### config.mk
export PLATFORM = sky130hd
export DESIGN_NAME = button_hold_relay_controller_unit
export DESIGN_NICKNAME = d
export VERILOG_FILES = /design/src/design/bhr_pkg.sv /design/src/design/bhr_cfg_regs.sv /design/src/design/bhr_core.sv /design/src/design/button_hold_relay_controller_unit.sv
export SDC_FILE = /design/constraint.sdc
export NUM_CORES = 1
export LEC_CHECK = 0
export BUFFER_PORTS_ARGS = -buffer_cell sky130_fd_sc_hd__buf_4
export CAP_MARGIN = 20
export CORE_ASPECT_RATIO = 0.7
export CORE_UTILIZATION = 50
export DETAILED_ROUTE_END_ITERATION = 16
export PLACE_DENSITY_LB_ADDON = 0.05
export SYNTH_ARGS = -nofsm -noshare
export SYNTH_HDL_FRONTEND = slang
export SYNTH_SLANG_ARGS = --single-unit
### constraint.sdc
create_clock -name i_clk -period 4.2 [get_ports i_clk]
set_input_delay 0.63 -clock i_clk [delete_from_list [all_inputs] [get_ports i_clk]]
set_output_delay 0.63 -clock i_clk [all_outputs]
set_load 0.1 [all_outputs]
### src/design/bhr_pkg.sv
package bhr_pkg;

    localparam int NUM_RELAYS_DEF = 6;
    localparam int OUT_RELAYS_W = 6;

    localparam int HOLD_W = 8;
    localparam int LIMIT_W = 8;
    localparam int PHASE_W = 3;

    localparam logic [HOLD_W-1:0] HOLD_FOLD_ABOVE = 8'd200;
    localparam logic [HOLD_W-1:0] HOLD_FOLD_TO = 8'd151;
    localparam int BLINK_PERIOD = 5;
    localparam logic [PHASE_W-1:0] PHASE_LAST = PHASE_W'(BLINK_PERIOD - 1);
    localparam logic [PHASE_W-1:0] PHASE_FOLD = PHASE_W'(151 % BLINK_PERIOD);

    localparam logic [LIMIT_W-1:0] SHORT_LIMIT_RST = 8'd10;
    localparam logic [LIMIT_W-1:0] RESTART_LIMIT_RST = 8'd50;
    localparam logic [LIMIT_W-1:0] AP_LIMIT_RST = 8'd100;

    localparam int PADDR_W = 4;
    localparam int PDATA_W = 32;
    localparam int REG_IDX_W = 2;

    localparam logic [REG_IDX_W-1:0] REG_SHORT_LIMIT = 2'd0;
    localparam logic [REG_IDX_W-1:0] REG_RESTART_LIMIT = 2'd1;
    localparam logic [REG_IDX_W-1:0] REG_AP_LIMIT = 2'd2;

    typedef enum logic [1:0] {
        ACT_TICK    = 2'd0,
        ACT_RELEASE = 2'd1,
        ACT_SET     = 2'd2
    } t_action;

    typedef struct packed {
        logic [LIMIT_W-1:0] short_press_limit;
        logic [LIMIT_W-1:0] restart_limit;
        logic [LIMIT_W-1:0] ap_limit;
    } t_cfg;

    typedef struct packed {
        logic [OUT_RELAYS_W-1:0] relays;
        logic                    led_on;
        logic [OUT_RELAYS_W-1:0] relays_changed;
        logic                    restart_request;
        logic                    ap_request;
        logic                    smartlink_request;
        logic                    quicklink_pulse;
    } t_result;

endpackage

### src/design/bhr_cfg_regs.sv
module bhr_cfg_regs (
    input  logic                         i_clk,
    input  logic                         i_rst_n,
    input  logic                         psel,
    input  logic                         penable,
    input  logic                         pwrite,
    input  logic [bhr_pkg::PADDR_W-1:0]  paddr,
    input  logic [bhr_pkg::PDATA_W-1:0]  pwdata,
    output logic [bhr_pkg::PDATA_W-1:0]  prdata,
    output logic                         pready,
    output bhr_pkg::t_cfg                o_cfg
);

    bhr_pkg::t_cfg r_cfg;
    logic [bhr_pkg::REG_IDX_W-1:0] reg_idx;
    logic wr_en;

    assign reg_idx = paddr[bhr_pkg::PADDR_W-1:2];
    assign wr_en = psel && penable && pwrite;
    assign pready = 1'b1;
    assign o_cfg = r_cfg;

    always_ff @(posedge i_clk) begin
        if (!i_rst_n) begin
            r_cfg.short_press_limit <= bhr_pkg::SHORT_LIMIT_RST;
            r_cfg.restart_limit <= bhr_pkg::RESTART_LIMIT_RST;
            r_cfg.ap_limit <= bhr_pkg::AP_LIMIT_RST;
        end else if (wr_en) begin
            case (reg_idx)
                bhr_pkg::REG_SHORT_LIMIT: begin
                    r_cfg.short_press_limit <= pwdata[bhr_pkg::LIMIT_W-1:0];
                end
                bhr_pkg::REG_RESTART_LIMIT: begin
                    r_cfg.restart_limit <= pwdata[bhr_pkg::LIMIT_W-1:0];
                end
                bhr_pkg::REG_AP_LIMIT: begin
                    r_cfg.ap_limit <= pwdata[bhr_pkg::LIMIT_W-1:0];
                end
                default: begin
                end
            endcase
        end
    end

    always_comb begin
        prdata = '0;
        case (reg_idx)
            bhr_pkg::REG_SHORT_LIMIT: begin
                prdata[bhr_pkg::LIMIT_W-1:0] = r_cfg.short_press_limit;
            end
            bhr_pkg::REG_RESTART_LIMIT: begin
                prdata[bhr_pkg::LIMIT_W-1:0] = r_cfg.restart_limit;
            end
            bhr_pkg::REG_AP_LIMIT: begin
                prdata[bhr_pkg::LIMIT_W-1:0] = r_cfg.ap_limit;
            end
            default: begin
                prdata = '0;
            end
        endcase
    end

endmodule

### src/design/bhr_core.sv
module bhr_core #(
    parameter int NUM_RELAYS = bhr_pkg::NUM_RELAYS_DEF
) (
    input  logic               i_clk,
    input  logic               i_rst_n,
    input  logic               i_accept,
    input  logic [1:0]         i_action,
    input  logic               i_key_down,
    input  logic [2:0]         i_relay_index,
    input  logic               i_relay_value,
    input  bhr_pkg::t_cfg      i_cfg,
    output bhr_pkg::t_result   o_result
);

    logic [bhr_pkg::HOLD_W-1:0]  r_hold, n_hold;
    logic [bhr_pkg::PHASE_W-1:0] r_phase, n_phase;
    logic [NUM_RELAYS-1:0]       r_relay, n_relay;
    logic                        r_led, n_led;

    logic [bhr_pkg::HOLD_W-1:0]  hold_inc;
    logic [bhr_pkg::PHASE_W-1:0] phase_inc;
    logic [NUM_RELAYS-1:0]       sel;
    logic [NUM_RELAYS-1:0]       changed;
    logic                        all_val;
    logic                        restart, ap, smart, quick;

    assign hold_inc = r_hold + bhr_pkg::HOLD_W'(1);
    assign phase_inc = (r_phase == bhr_pkg::PHASE_LAST) ? '0
                     : r_phase + bhr_pkg::PHASE_W'(1);
    assign all_val = (r_relay == '0);

    // one-hot relay select, empty when the index is out of range
    always_comb begin
        for (int i = 0; i < NUM_RELAYS; i++) begin
            sel[i] = (int'(i_relay_index) == i);
        end
    end

    always_comb begin
        n_hold = r_hold;
        n_phase = r_phase;
        n_relay = r_relay;
        n_led = r_led;
        changed = '0;
        restart = 1'b0;
        ap = 1'b0;
        smart = 1'b0;
        quick = 1'b0;
        case (bhr_pkg::t_action'(i_action))
            bhr_pkg::ACT_TICK: begin
                if (i_key_down) begin
                    if (hold_inc > bhr_pkg::HOLD_FOLD_ABOVE) begin
                        n_hold = bhr_pkg::HOLD_FOLD_TO;
                        n_phase = bhr_pkg::PHASE_FOLD;
                    end else begin
                        n_hold = hold_inc;
                        n_phase = phase_inc;
                        if (hold_inc >= i_cfg.ap_limit) begin
                            quick = 1'b1;
                        end else if (hold_inc >= i_cfg.restart_limit
                                     && phase_inc == '0) begin
                            n_led = ~r_led;
                        end
                    end
                end else begin
                    n_hold = '0;
                    n_phase = '0;
                    if (r_relay == '0) begin
                        n_led = 1'b0;
                    end
                end
            end
            bhr_pkg::ACT_RELEASE: begin
                if (r_hold == '0) begin
                end else if (r_hold < i_cfg.short_press_limit) begin
                    n_relay = all_val ? '1 : '0;
                    changed = '1;
                    n_led = all_val;
                end else if (r_hold < i_cfg.restart_limit) begin
                    restart = 1'b1;
                end else if (r_hold < i_cfg.ap_limit) begin
                    ap = 1'b1;
                end else begin
                    smart = 1'b1;
                end
                n_hold = '0;
                n_phase = '0;
            end
            bhr_pkg::ACT_SET: begin
                if (sel != '0) begin
                    n_relay = i_relay_value ? (r_relay | sel) : (r_relay & ~sel);
                    changed = sel;
                    n_led = (n_relay != '0);
                end
            end
            default: begin
            end
        endcase
    end

    always_ff @(posedge i_clk) begin
        if (!i_rst_n) begin
            r_hold <= '0;
            r_phase <= '0;
            r_relay <= '0;
            r_led <= 1'b0;
        end else if (i_accept) begin
            r_hold <= n_hold;
            r_phase <= n_phase;
            r_relay <= n_relay;
            r_led <= n_led;
        end
    end

    // only relays 0 to 5 are shown
    for (genvar g = 0; g < bhr_pkg::OUT_RELAYS_W; g++) begin : g_out
        if (g < NUM_RELAYS) begin : g_used
            assign o_result.relays[g] = n_relay[g];
            assign o_result.relays_changed[g] = changed[g];
        end else begin : g_unused
            assign o_result.relays[g] = 1'b0;
            assign o_result.relays_changed[g] = 1'b0;
        end
    end

    assign o_result.led_on = n_led;
    assign o_result.restart_request = restart;
    assign o_result.ap_request = ap;
    assign o_result.smartlink_request = smart;
    assign o_result.quicklink_pulse = quick;

endmodule

### src/design/button_hold_relay_controller_unit.sv
// Relay strip controller for one push button. Each input beat is a tick carrying the
// button level, a release edge, or a command setting one relay; each accepted beat
// yields exactly one result beat, registered and shown in the cycle after acceptance.
// A new beat is taken every cycle while the result register is empty or being
// drained, so the sustained rate is one item per clock; the hold counter and relay
// bank state update on each accepted beat. Limits are written over the APB port at
// byte addresses 0, 4 and 8; no clearing pass is needed after reset.
module button_hold_relay_controller_unit #(
    parameter int NUM_RELAYS = bhr_pkg::NUM_RELAYS_DEF
) (
    input  logic                         i_clk,
    input  logic                         i_rst_n,

    input  logic                         psel,
    input  logic                         penable,
    input  logic                         pwrite,
    input  logic [bhr_pkg::PADDR_W-1:0]  paddr,
    input  logic [bhr_pkg::PDATA_W-1:0]  pwdata,
    output logic [bhr_pkg::PDATA_W-1:0]  prdata,
    output logic                         pready,

    input  logic                         i_in_valid,
    output logic                         o_in_ready,
    input  logic [1:0]                   i_action,
    input  logic                         i_key_down,
    input  logic [2:0]                   i_relay_index,
    input  logic                         i_relay_value,

    output logic                         o_out_valid,
    input  logic                         i_out_ready,
    output logic [5:0]                   o_relays,
    output logic                         o_led_on,
    output logic [5:0]                   o_relays_changed,
    output logic                         o_restart_request,
    output logic                         o_ap_request,
    output logic                         o_smartlink_request,
    output logic                         o_quicklink_pulse
);

    bhr_pkg::t_cfg    cfg;
    bhr_pkg::t_result result;
    bhr_pkg::t_result r_result;
    logic             r_out_valid;
    logic             accept;

    assign o_in_ready = !r_out_valid || i_out_ready;
    assign accept = i_in_valid && o_in_ready;

    bhr_cfg_regs u_cfg (
        .i_clk   (i_clk),
        .i_rst_n (i_rst_n),
        .psel    (psel),
        .penable (penable),
        .pwrite  (pwrite),
        .paddr   (paddr),
        .pwdata  (pwdata),
        .prdata  (prdata),
        .pready  (pready),
        .o_cfg   (cfg)
    );

    bhr_core #(
        .NUM_RELAYS (NUM_RELAYS)
    ) u_core (
        .i_clk         (i_clk),
        .i_rst_n       (i_rst_n),
        .i_accept      (accept),
        .i_action      (i_action),
        .i_key_down    (i_key_down),
        .i_relay_index (i_relay_index),
        .i_relay_value (i_relay_value),
        .i_cfg         (cfg),
        .o_result      (result)
    );

    always_ff @(posedge i_clk) begin
        if (!i_rst_n) begin
            r_out_valid <= 1'b0;
        end else if (accept) begin
            r_out_valid <= 1'b1;
        end else if (i_out_ready) begin
            r_out_valid <= 1'b0;
        end
    end

    always_ff @(posedge i_clk) begin
        if (accept) begin
            r_result <= result;
        end
    end

    assign o_out_valid = r_out_valid;
    assign o_relays = r_result.relays;
    assign o_led_on = r_result.led_on;
    assign o_relays_changed = r_result.relays_changed;
    assign o_restart_request = r_result.restart_request;
    assign o_ap_request = r_result.ap_request;
    assign o_smartlink_request = r_result.smartlink_request;
    assign o_quicklink_pulse = r_result.quicklink_pulse;

endmodule

==> results of run 1 <==
## stage by stage
step | instances | worst slack, ps | area (um^2) | power [mW]
3_3_place_gp | 678 | 623 | 4700 | 0.966
6_report | 694 | 467 | 5020 | 1.76
4_1_cts | 694 | 513 | 5020 | 1.76
2_1_floorplan | 549 | 318 | 4420 | 0.921
5_1_grt | 694 | 222 | 5020 | 1.81
3_5_place_dp | 678 | 528 | 4700 | 0.969
## power groups by stage
stage               sequential (mW)  clock, mW  combinational [mW]
global placement              0.629          0               0.337
floorplan                     0.694          0               0.227
detailed placement            0.629          0               0.339
global route                  0.619      0.833               0.357
CTS                           0.617      0.807               0.340
finish                        0.617      0.800               0.342
## state kept, by name, summed over array words and instances, names as in the netlist, 3 cells and up
signal / flops
o_relays: 6
o_relays_changed: 6
u_cfg.o_cfg: 24
u_core.r_hold: 8
u_core.r_phase: 3
u_core.r_relay: 6
## routing by layer
metal	share of wire	vias up	global-route usage	wire length (um)
met5	0	-	0	0
met4	0.0076	0	0.0553	82
met3	0.075	5	0.0630	810
met2	0.40	138	0.349	4360
met1	0.51	1763	0.363	5530
li1	-	1903	-	-
## worst paths after layout
| kind | from | endpoint | depth (start not counted) |
|---|---|---|---|
| setup reg to reg | u_core.r_hold[0]$_SDFFE_PN0P_ | o_led_on$_DFFE_PP_ | 12 |
| setup / recovery | u_core.r_hold[0]$_SDFFE_PN0P_ | o_led_on$_DFFE_PP_ | 12 |
| hold / removal | u_cfg.o_cfg[14]$_SDFFE_PN0P_ | u_cfg.o_cfg[14]$_SDFFE_PN0P_ | 2 |
| hold reg to reg | u_cfg.o_cfg[14]$_SDFFE_PN0P_ | u_cfg.o_cfg[14]$_SDFFE_PN0P_ | 2 |
## Yosys cell counts (all sizes together), types with 2 or more instances
library cell	number	area (um^2)
ha	48	601
or4	3	22.5
nand4	4	25.0
nor3b	4	30.0
or3b	3	26.3
and3	3	18.8
or3	2	12.5
o211ai	6	45.0
conb	2	7.51
a21boi	5	37.5
xnor2	2	17.5
a21oi	48	240
edfxtp	17	510
a22o	7	61.3
nand2	83	312
buf	28	209
nor2b	8	50.1
nor2	22	85.1
dfxtp	43	861
nor4	3	18.8
o21a	5	37.5
mux2i	16	160
and3b	2	17.5
clkbuf	17	63.8
a31oi	3	18.8
nand3b	2	15.0
xor2	4	35.0
nand3	18	95.1
inv	33	124
and2	2	12.5
nand2b	6	37.5
o21ai	42	214
mux2	4	45.0
nor3	11	60.1
a311oi	3	26.3
## worst min-delay path, delay by kind of cell, from the launching register on
family	cells	cell delay, ps
flops	1	320
simple gates	1	60
compound gates	1	50
## cell type report
cell class                      count  area (um^2)  area share
Clock buffer                        9          225      0.0449
Clock inverter                      7         91.3      0.0182
Inverter                           33          124      0.0247
Multi-Input combinational cell    411         2650       0.528
Sequential cell                    60         1370       0.273
Tap cell                          120          150      0.0299
Timing Repair Buffer               54          405      0.0808
## cell usage in the layout (no fill, tap or decap), drive strengths merged, types with 18 or more instances in the layout
cell type,Yosys,layout
nand3,18,18
buf,28,54
ha,48,48
conb,2,25
o21ai,42,42
a21oi,48,48
dfxtp,43,43
nor2,22,22
nand2,83,83
inv,33,33
## kinds of logic after synthesis
| family | synth area share |
|---|---|
| fa+ha+maj | 0.139 |
| xor+xnor | 0.0121 |
| simple gates | 0.200 |
| buf+inv | 0.0915 |
| flops | 0.316 |
| compound gates | 0.193 |
| mux | 0.0473 |
| other cells | 0.00173 |
==> reports/metrics.yaml, run 1 <==
sta:
  timing.final.crit_share: 0.889
  rsz0062_at_grt: "no"
  slew_viol_final: 0
  fin_skew_ps: 7.98
  whs_ps: 476
  setup_violations: 0
  period_needed_ps: 3730
  max_freq_mhz: 268
  tightest_slew_ps: 1050
  hold_viol: 0
  slew_headroom: 0.300
  finalSetupTns_ps: 0
floorplanning:
  core_mm2: 0.00844
  row_count: 28
  initial_core_util: 0.513
  die_h_um: 79.9
  die-width_um: 113
  io_pins: 102
  dieArea_mm2: 0.00905
cts:
  htreeDepth: 3
  hold_buffers: 0
  cts_resized: 0
  post_cts_buffers: 0
  clk_pin_slew_ps: 50
  cts_root_buf: "clkbuf_16"
  cts_made_buffers: 9
  clkLatencyLatePin_ps: 340
  cts_sinks: 60
  cts_buffer_depth: 2
  cts_tree: "done"
synthesis:
  synth_cells: 526
  synth-edff-count: 17
  synth-seq-cells: 60
  syn_area_mm2: 0.00433
  avgSynthCellArea_um2: 8.24
  ys.flop_type: "dfxtp_1"
  ys_async_sr_fraction: 0
  ys_types: 60
  yosysWarnings: 0
  synth_seq_area_share: 0.316
critical_path:
  cp-start-kind: "flip-flop"
  cp_slowest_stage_delay_ps: 710
  worstPathArrival_ps: 3810
  cp.required_ps: 4280
  slowest_stage: "or4b_2"
  path_cells: "and3_1 -> and3_1 -> and3_1 -> xor2_1 -> ha_1 -> nand2_1 -> nor3_1 -> a21oi_1 -> or4b_2 -> o311a_1 -> o21ai_0 -> o21ai_1"
  cp_max_fo: 10
  worst-path-buf-inv: 0
  end_kind: "flip-flop"
  cp_common_cell: "and3_1"
  reg2reg_slack_ps: 470
  crit_type: "reg -> reg"
  crit_family: "simple AND/OR/NAND/NOR gates"
routing:
  wl_mm: 10.8
  drt-vias-per-instance: 5.49
  drt_iter0_drc: 283
  final_antenna_net_count: 0
  vias: 3809
  post_drt_wl_per_cell_um: 15.5
  drt-pass1-iter-count: 11
  drc: 1
global_route:
  grt_pass1_wl_mm: 17.0
  antenna_found_initial: 0
  grt_max_degree: 30
  grt_remaining_overflow: 0
  grt_pass1_vias: 3382
  grt.total_usage: 0.245
power_and_ir_drop:
  pwr-share-comb: 0.195
  internal_power_mw: 1.19
  p_seq_frac: 0.351
  switching_share: 0.325
  p_sw_mw: 0.572
  power.leakage_nw: 2.20
  p_per_area_mw_per_mm2: 350
  p_clk_frac: 0.455
  ir_worst_vdd_mv: 0.341
placed_design:
  dp_hpwl_mm: 7.84
  gp_congestion: 0.831
  io_buffers: 50
layout:
  nFillCells: 762
  syn2layout_area_growth_pct: 15.8
  final_util: 0.595
  final_nets: 667
  diodes: 0
  drive_gt1_frac: 0.143
run_status:
  violations: "DRC"
  status: "finished, violations left"
hold_path:
  hold_class: "reg -> reg"
run:
  max_cap_violations: 0
(Power assumes the default switching activity.)
==> inputs of run 2 (changes only) <==
--- a/config.mk
+++ b/config.mk
@@ -10,6 +10,7 @@
 export CORE_ASPECT_RATIO = 0.7
 export CORE_UTILIZATION = 50
 export DETAILED_ROUTE_END_ITERATION = 16
+export MAX_ROUTING_LAYER = met4
 export PLACE_DENSITY_LB_ADDON = 0.05
 export SYNTH_ARGS = -nofsm -noshare
 export SYNTH_HDL_FRONTEND = slang
==> run 2 against run 1 <==
  * The flow still finishes with violations (DRC)
  * Critical path type unchanged
  * Non-clock buffer count is the same
  * Count of clock-buffer cells in the layout unchanged
  * Largest cell class unchanged
  * Worst setup slack improved by 20 ps
  * Critical path depth is the same
  * Wire length fell by 0.36%
  * Via count up 0.47%
==> reports/metrics.yaml, run 2 (synthesis gave the netlist of run 1 again) <==
sta:
  tightest_slew_ps: 1040
  fin_skew_ps: 7.43
  slew_headroom: 0.305
  max_freq_mhz: 269
  rsz0062_at_grt: "no"
  timing.final.crit_share: 0.884
  period_needed_ps: 3710
  hold_viol: 0
  slew_viol_final: 0
  finalSetupTns_ps: 0
  setup_violations: 0
  whs_ps: 474
critical_path:
  cp.required_ps: 4280
  reg2reg_from: "u_core.r_hold[0]$_SDFFE_PN0P_"
  ff2ff_path_depth: 12
  reg2reg_slack_ps: 490
  cp-start-kind: "flip-flop"
  end_kind: "flip-flop"
  timing.rr.end: "o_led_on$_DFFE_PP_"
  crit_type: "reg -> reg"
  cp_max_fo: 10
  worstPathArrival_ps: 3790
power_and_ir_drop:
  p_seq_frac: 0.351
  switching_share: 0.325
  ir_worst_vdd_mv: 0.341
  internal_power_mw: 1.19
  p_per_area_mw_per_mm2: 350
  power.leakage_nw: 2.20
  p_sw_mw: 0.571
  p_clk_frac: 0.454
  pwr-share-comb: 0.195
layout:
  final_common_cell: "nand2_1"
  largest_register_ffs: 24
  drive_gt1_frac: 0.143
  final_cell_mix: "83 x nand2_1, 54 x buf_4, 48 x a21oi_1, 48 x ha_1, 43 x dfxtp_1"
  final_nets: 667
  diodes: 0
  syn2layout_area_growth_pct: 15.8
  nFillCells: 762
routing:
  wl_mm: 10.7
  wl_met3_um: 743
  drt-vias-per-instance: 5.51
  drc: 1
  post_drt_wl_per_cell_um: 15.5
  route.met2.wl_mm: 4.35
  drt_iter0_drc: 283
  met1_length_mm: 5.55
  drt-pass1-iter-count: 11
  top_layer: "met4"
  final_antenna_net_count: 0
  vias: 3827
run:
  max_cap_violations: 0
run_status:
  status: "finished, violations left"
  violations: "DRC"
cts:
  cts_tree: "done"
  post_cts_buffers: 0
  clkLatencyLatePin_ps: 340
  hold_buffers: 0
  cts_made_buffers: 9
  cts_sinks: 60
  htreeDepth: 3
  clk_pin_slew_ps: 50
  cts_buffer_depth: 2
  cts_root_buf: "clkbuf_16"
  cts_resized: 0
placed_design:
  dp_hpwl_mm: 7.84
  io_buffers: 50
  gp_congestion: 0.844
floorplanning:
  row_count: 28
  io_pins: 102
  dieArea_mm2: 0.00905
  die_h_um: 79.9
  die-width_um: 113
  core_mm2: 0.00844
  initial_core_util: 0.513
hold_path:
  hold_class: "reg -> reg"
  worstHoldPathCells: 2
  min_delay_worst_endpoint: "u_cfg.o_cfg[14]$_SDFFE_PN0P_"
  hold_start: "u_cfg.o_cfg[14]$_SDFFE_PN0P_"
global_route:
  grt_max_degree: 30
  grt_pass1_vias: 3376
  antenna_found_initial: 0
  grt_pass1_wl_mm: 17.0
  grt_remaining_overflow: 0
  grt.total_usage: 0.252
-- run 2: worst max path at each step --
stage / start / endpoint / slack [ps] / cells past startpoint
global placement: u_core.r_hold[0]$_SDFFE_PN0P_ / o_led_on$_DFFE_PP_ / 620 / 12
CTS: u_core.r_hold[0]$_SDFFE_PN0P_ / o_led_on$_DFFE_PP_ / 510 / 11
floorplan: paddr[2] / prdata[0] / 320 / 3
global route: u_core.r_hold[0]$_SDFFE_PN0P_ / o_led_on$_DFFE_PP_ / 220 / 11
detailed placement: u_core.r_hold[0]$_SDFFE_PN0P_ / o_led_on$_DFFE_PP_ / 530 / 11
finish: u_core.r_hold[0]$_SDFFE_PN0P_ / o_led_on$_DFFE_PP_ / 490 / 12
-- run 2: metrics by stage --
stage / utilization / power [mW] / area (um^2) / worst slack (ps) / instances
after floorplan: - / 0.921 / 4420 / 318 / 549
after global placement: 0.557 / 0.966 / 4700 / 623 / 678
final: 0.595 / 1.76 / 5020 / 487 / 694
after detailed placement: 0.557 / 0.969 / 4700 / 528 / 678
after CTS: 0.595 / 1.76 / 5020 / 513 / 694
after global routing: 0.595 / 1.81 / 5020 / 222 / 694
-- run 2: power groups by stage --
stage / Sequential [mW] / Clock, mW / Combinational, mW
2_1_floorplan: 0.694 / 0 / 0.227
3_3_place_gp: 0.629 / 0 / 0.337
3_5_place_dp: 0.629 / 0 / 0.339
4_1_cts: 0.617 / 0.807 / 0.340
5_1_grt: 0.619 / 0.834 / 0.357
6_report: 0.617 / 0.799 / 0.343
-- run 2: metal layers --
layer | track usage | up-vias
met5 | - | -
met4 | 0.0553 | 0
met3 | 0.0630 | 8
met2 | 0.350 | 143
met1 | 0.363 | 1773
li1 | - | 1903
-- run 2: area by class of cell --
cell class / instances / area (um^2) / area share
Clock buffer: 9 / 225 / 0.0449
Clock inverter: 7 / 91.3 / 0.0182
Inverter: 33 / 124 / 0.0247
Multi-Input combinational cell: 411 / 2650 / 0.528
Sequential cell: 60 / 1370 / 0.273
Tap cell: 120 / 150 / 0.0299
Timing Repair Buffer: 54 / 405 / 0.0808
-- run 2: worst max-delay path, cell delays in order (launching register included) --
cell,delay [ps]
dfxtp_1,510
and3_1,370
and3_1,220
and3_1,240
xor2_1,120
ha_1,340
nand2_1,80
nor3_1,200
a21oi_1,90
or4b_2,710
o311a_1,340
o21ai_0,150
o21ai_1,90
==> inputs of run 3 (changes only) <==
--- a/config.mk
+++ b/config.mk
@@ -8,6 +8,7 @@
 export BUFFER_PORTS_ARGS = -buffer_cell sky130_fd_sc_hd__buf_4
 export CAP_MARGIN = 20
 export CORE_ASPECT_RATIO = 0.7
+export CORE_MARGIN = 3
 export CORE_UTILIZATION = 50
 export DETAILED_ROUTE_END_ITERATION = 16
 export MAX_ROUTING_LAYER = met4
==> run 3 against run 2 <==
  * The run now ends clean
  * Sequential power is essentially flat
  * Via count increased by 0.10%
  * Critical path type unchanged
  * Largest cell class unchanged
  * Non-clock buffer count unchanged
  * Highest routed layer unchanged
  * Global-route usage down 2.4 points
==> reports/metrics.yaml, run 3 (synthesis gave the netlist of run 1 again) <==
critical_path:
  worstPathArrival_ps: 3760
  path_cells: "ha_1 -> nand3_1 -> xnor2_1 -> ha_1 -> a21oi_1 -> o21ai_0 -> a21oi_1 -> or4b_2 -> o311a_1 -> o21ai_0 -> o21ai_1"
  cp_slowest_stage_delay_ps: 710
  cp.required_ps: 4280
  crit_type: "reg -> reg"
  slowest_stage: "or4b_2"
  crit_family: "compound AO/OA/AOI/OAI gates"
  end_kind: "flip-flop"
  cp_max_fo: 11
  worst-path-buf-inv: 0
  cp-start-kind: "flip-flop"
layout:
  largest_register_ffs: 24
  diodes: 0
  nFillCells: 739
  syn2layout_area_growth_pct: 15.2
  final_nets: 667
  final_cell_mix: "83 x nand2_1, 54 x buf_4, 48 x a21oi_1, 48 x ha_1, 43 x dfxtp_1"
  fin_area_mm2: 0.00499
  final_common_cell: "nand2_1"
  final_cells: 690
  drive_gt1_frac: 0.145
  final_util: 0.613
cts:
  cts_tree: "done"
  cts_root_buf: "clkbuf_16"
  cts_buffer_depth: 2
  clkLatencyLatePin_ps: 340
  post_cts_buffers: 0
  htreeDepth: 3
  cts_sinks: 60
  clk_pin_slew_ps: 60
  cts_made_buffers: 9
  hold_buffers: 0
  cts_resized: 0
power_and_ir_drop:
  ir_worst_vdd_mv: 0.241
  internal_power_mw: 1.13
  p_sw_mw: 0.560
  power.leakage_nw: 2.19
  p_total_mw: 1.69
  pwr-share-comb: 0.202
  switching_share: 0.332
  p_per_area_mw_per_mm2: 338
  p_clk_frac: 0.432
  p_seq_frac: 0.366
placed_design:
  placed_cell_area_mm2: 0.00470
  gp_congestion: 0.878
  placed_cells: 674
  io_buffers: 50
  dp_hpwl_mm: 7.91
  dpl_worst_slack_ps: 574
sta:
  setup_violations: 0
  whs_ps: 480
  hold_viol: 0
  tightest_slew_ps: 1040
  fin_skew_ps: 7.21
  period_needed_ps: 3680
  setup_slack_ps: 520
  finalSetupTns_ps: 0
  rsz0062_at_grt: "no"
  slew_headroom: 0.304
  max_freq_mhz: 272
  slew_viol_final: 0
  timing.final.crit_share: 0.876
routing:
  wl_mm: 10.6
  drt-pass1-iter-count: 4
  drc: 0
  post_drt_wl_per_cell_um: 15.3
  vias: 3831
  final_antenna_net_count: 0
  drt-vias-per-instance: 5.55
  drt_iter0_drc: 266
floorplanning:
  initial_core_util: 0.532
  die_h_um: 83.9
  row_count: 27
  core_mm2: 0.00814
  io_pins: 102
  die-width_um: 117
  dieArea_mm2: 0.00984
hold_path:
  hold_class: "reg -> reg"
global_route:
  grt_max_degree: 30
  grt_pass1_vias: 3373
  antenna_found_initial: 0
  grt.total_usage: 0.228
  grt_pass1_wl_mm: 17.1
  grt_remaining_overflow: 0
run:
  max_cap_violations: 0
run_status:
  status: "finished, final reports clean"
==> run 3: path summary, 6_finish.rpt <==
check	depth (start not counted)	slack [ps]	to	start
hold / removal	2	480	u_cfg.o_cfg[11]$_SDFFE_PN0P_	u_cfg.o_cfg[11]$_SDFFE_PN0P_
setup / recovery	11	520	o_led_on$_DFFE_PP_	u_core.r_hold[0]$_SDFFE_PN0P_
hold reg to reg	2	480	u_cfg.o_cfg[11]$_SDFFE_PN0P_	u_cfg.o_cfg[11]$_SDFFE_PN0P_
setup reg to reg	11	520	o_led_on$_DFFE_PP_	u_core.r_hold[0]$_SDFFE_PN0P_
==> run 3: routing by layer <==
metal,global-route usage,part of all wire,up-vias
met5,-,0,-
met4,0.0615,0.012,0
met3,0.0514,0.080,12
met2,0.286,0.39,142
met1,0.356,0.52,1761
li1,-,-,1916
==> run 3: cell type report <==
type                            count  area (um^2)  share of cell area
Multi-Input combinational cell    411         2650               0.531
Sequential cell                    60         1370               0.275
Timing Repair Buffer               54          405              0.0812
Clock buffer                        9          225              0.0451
Tap cell                          116          145              0.0291
Inverter                           33          124              0.0248
Clock inverter                      7         67.6              0.0135
==> run 3: power by group through the flow <==
stage	sequential, mW	clock [mW]	combinational [mW]
after detailed placement	0.629	0	0.340
after floorplan	0.694	0	0.227
after global routing	0.619	0.772	0.359
after CTS	0.617	0.742	0.341
after global placement	0.629	0	0.338
final	0.617	0.728	0.342
==> run 3: tightest hold or removal path, delay by kind of cell, from the launching register on <==
kind / cells / cell delay [ps]
compound gates: 1 / 50
flops: 1 / 320
simple gates: 1 / 60
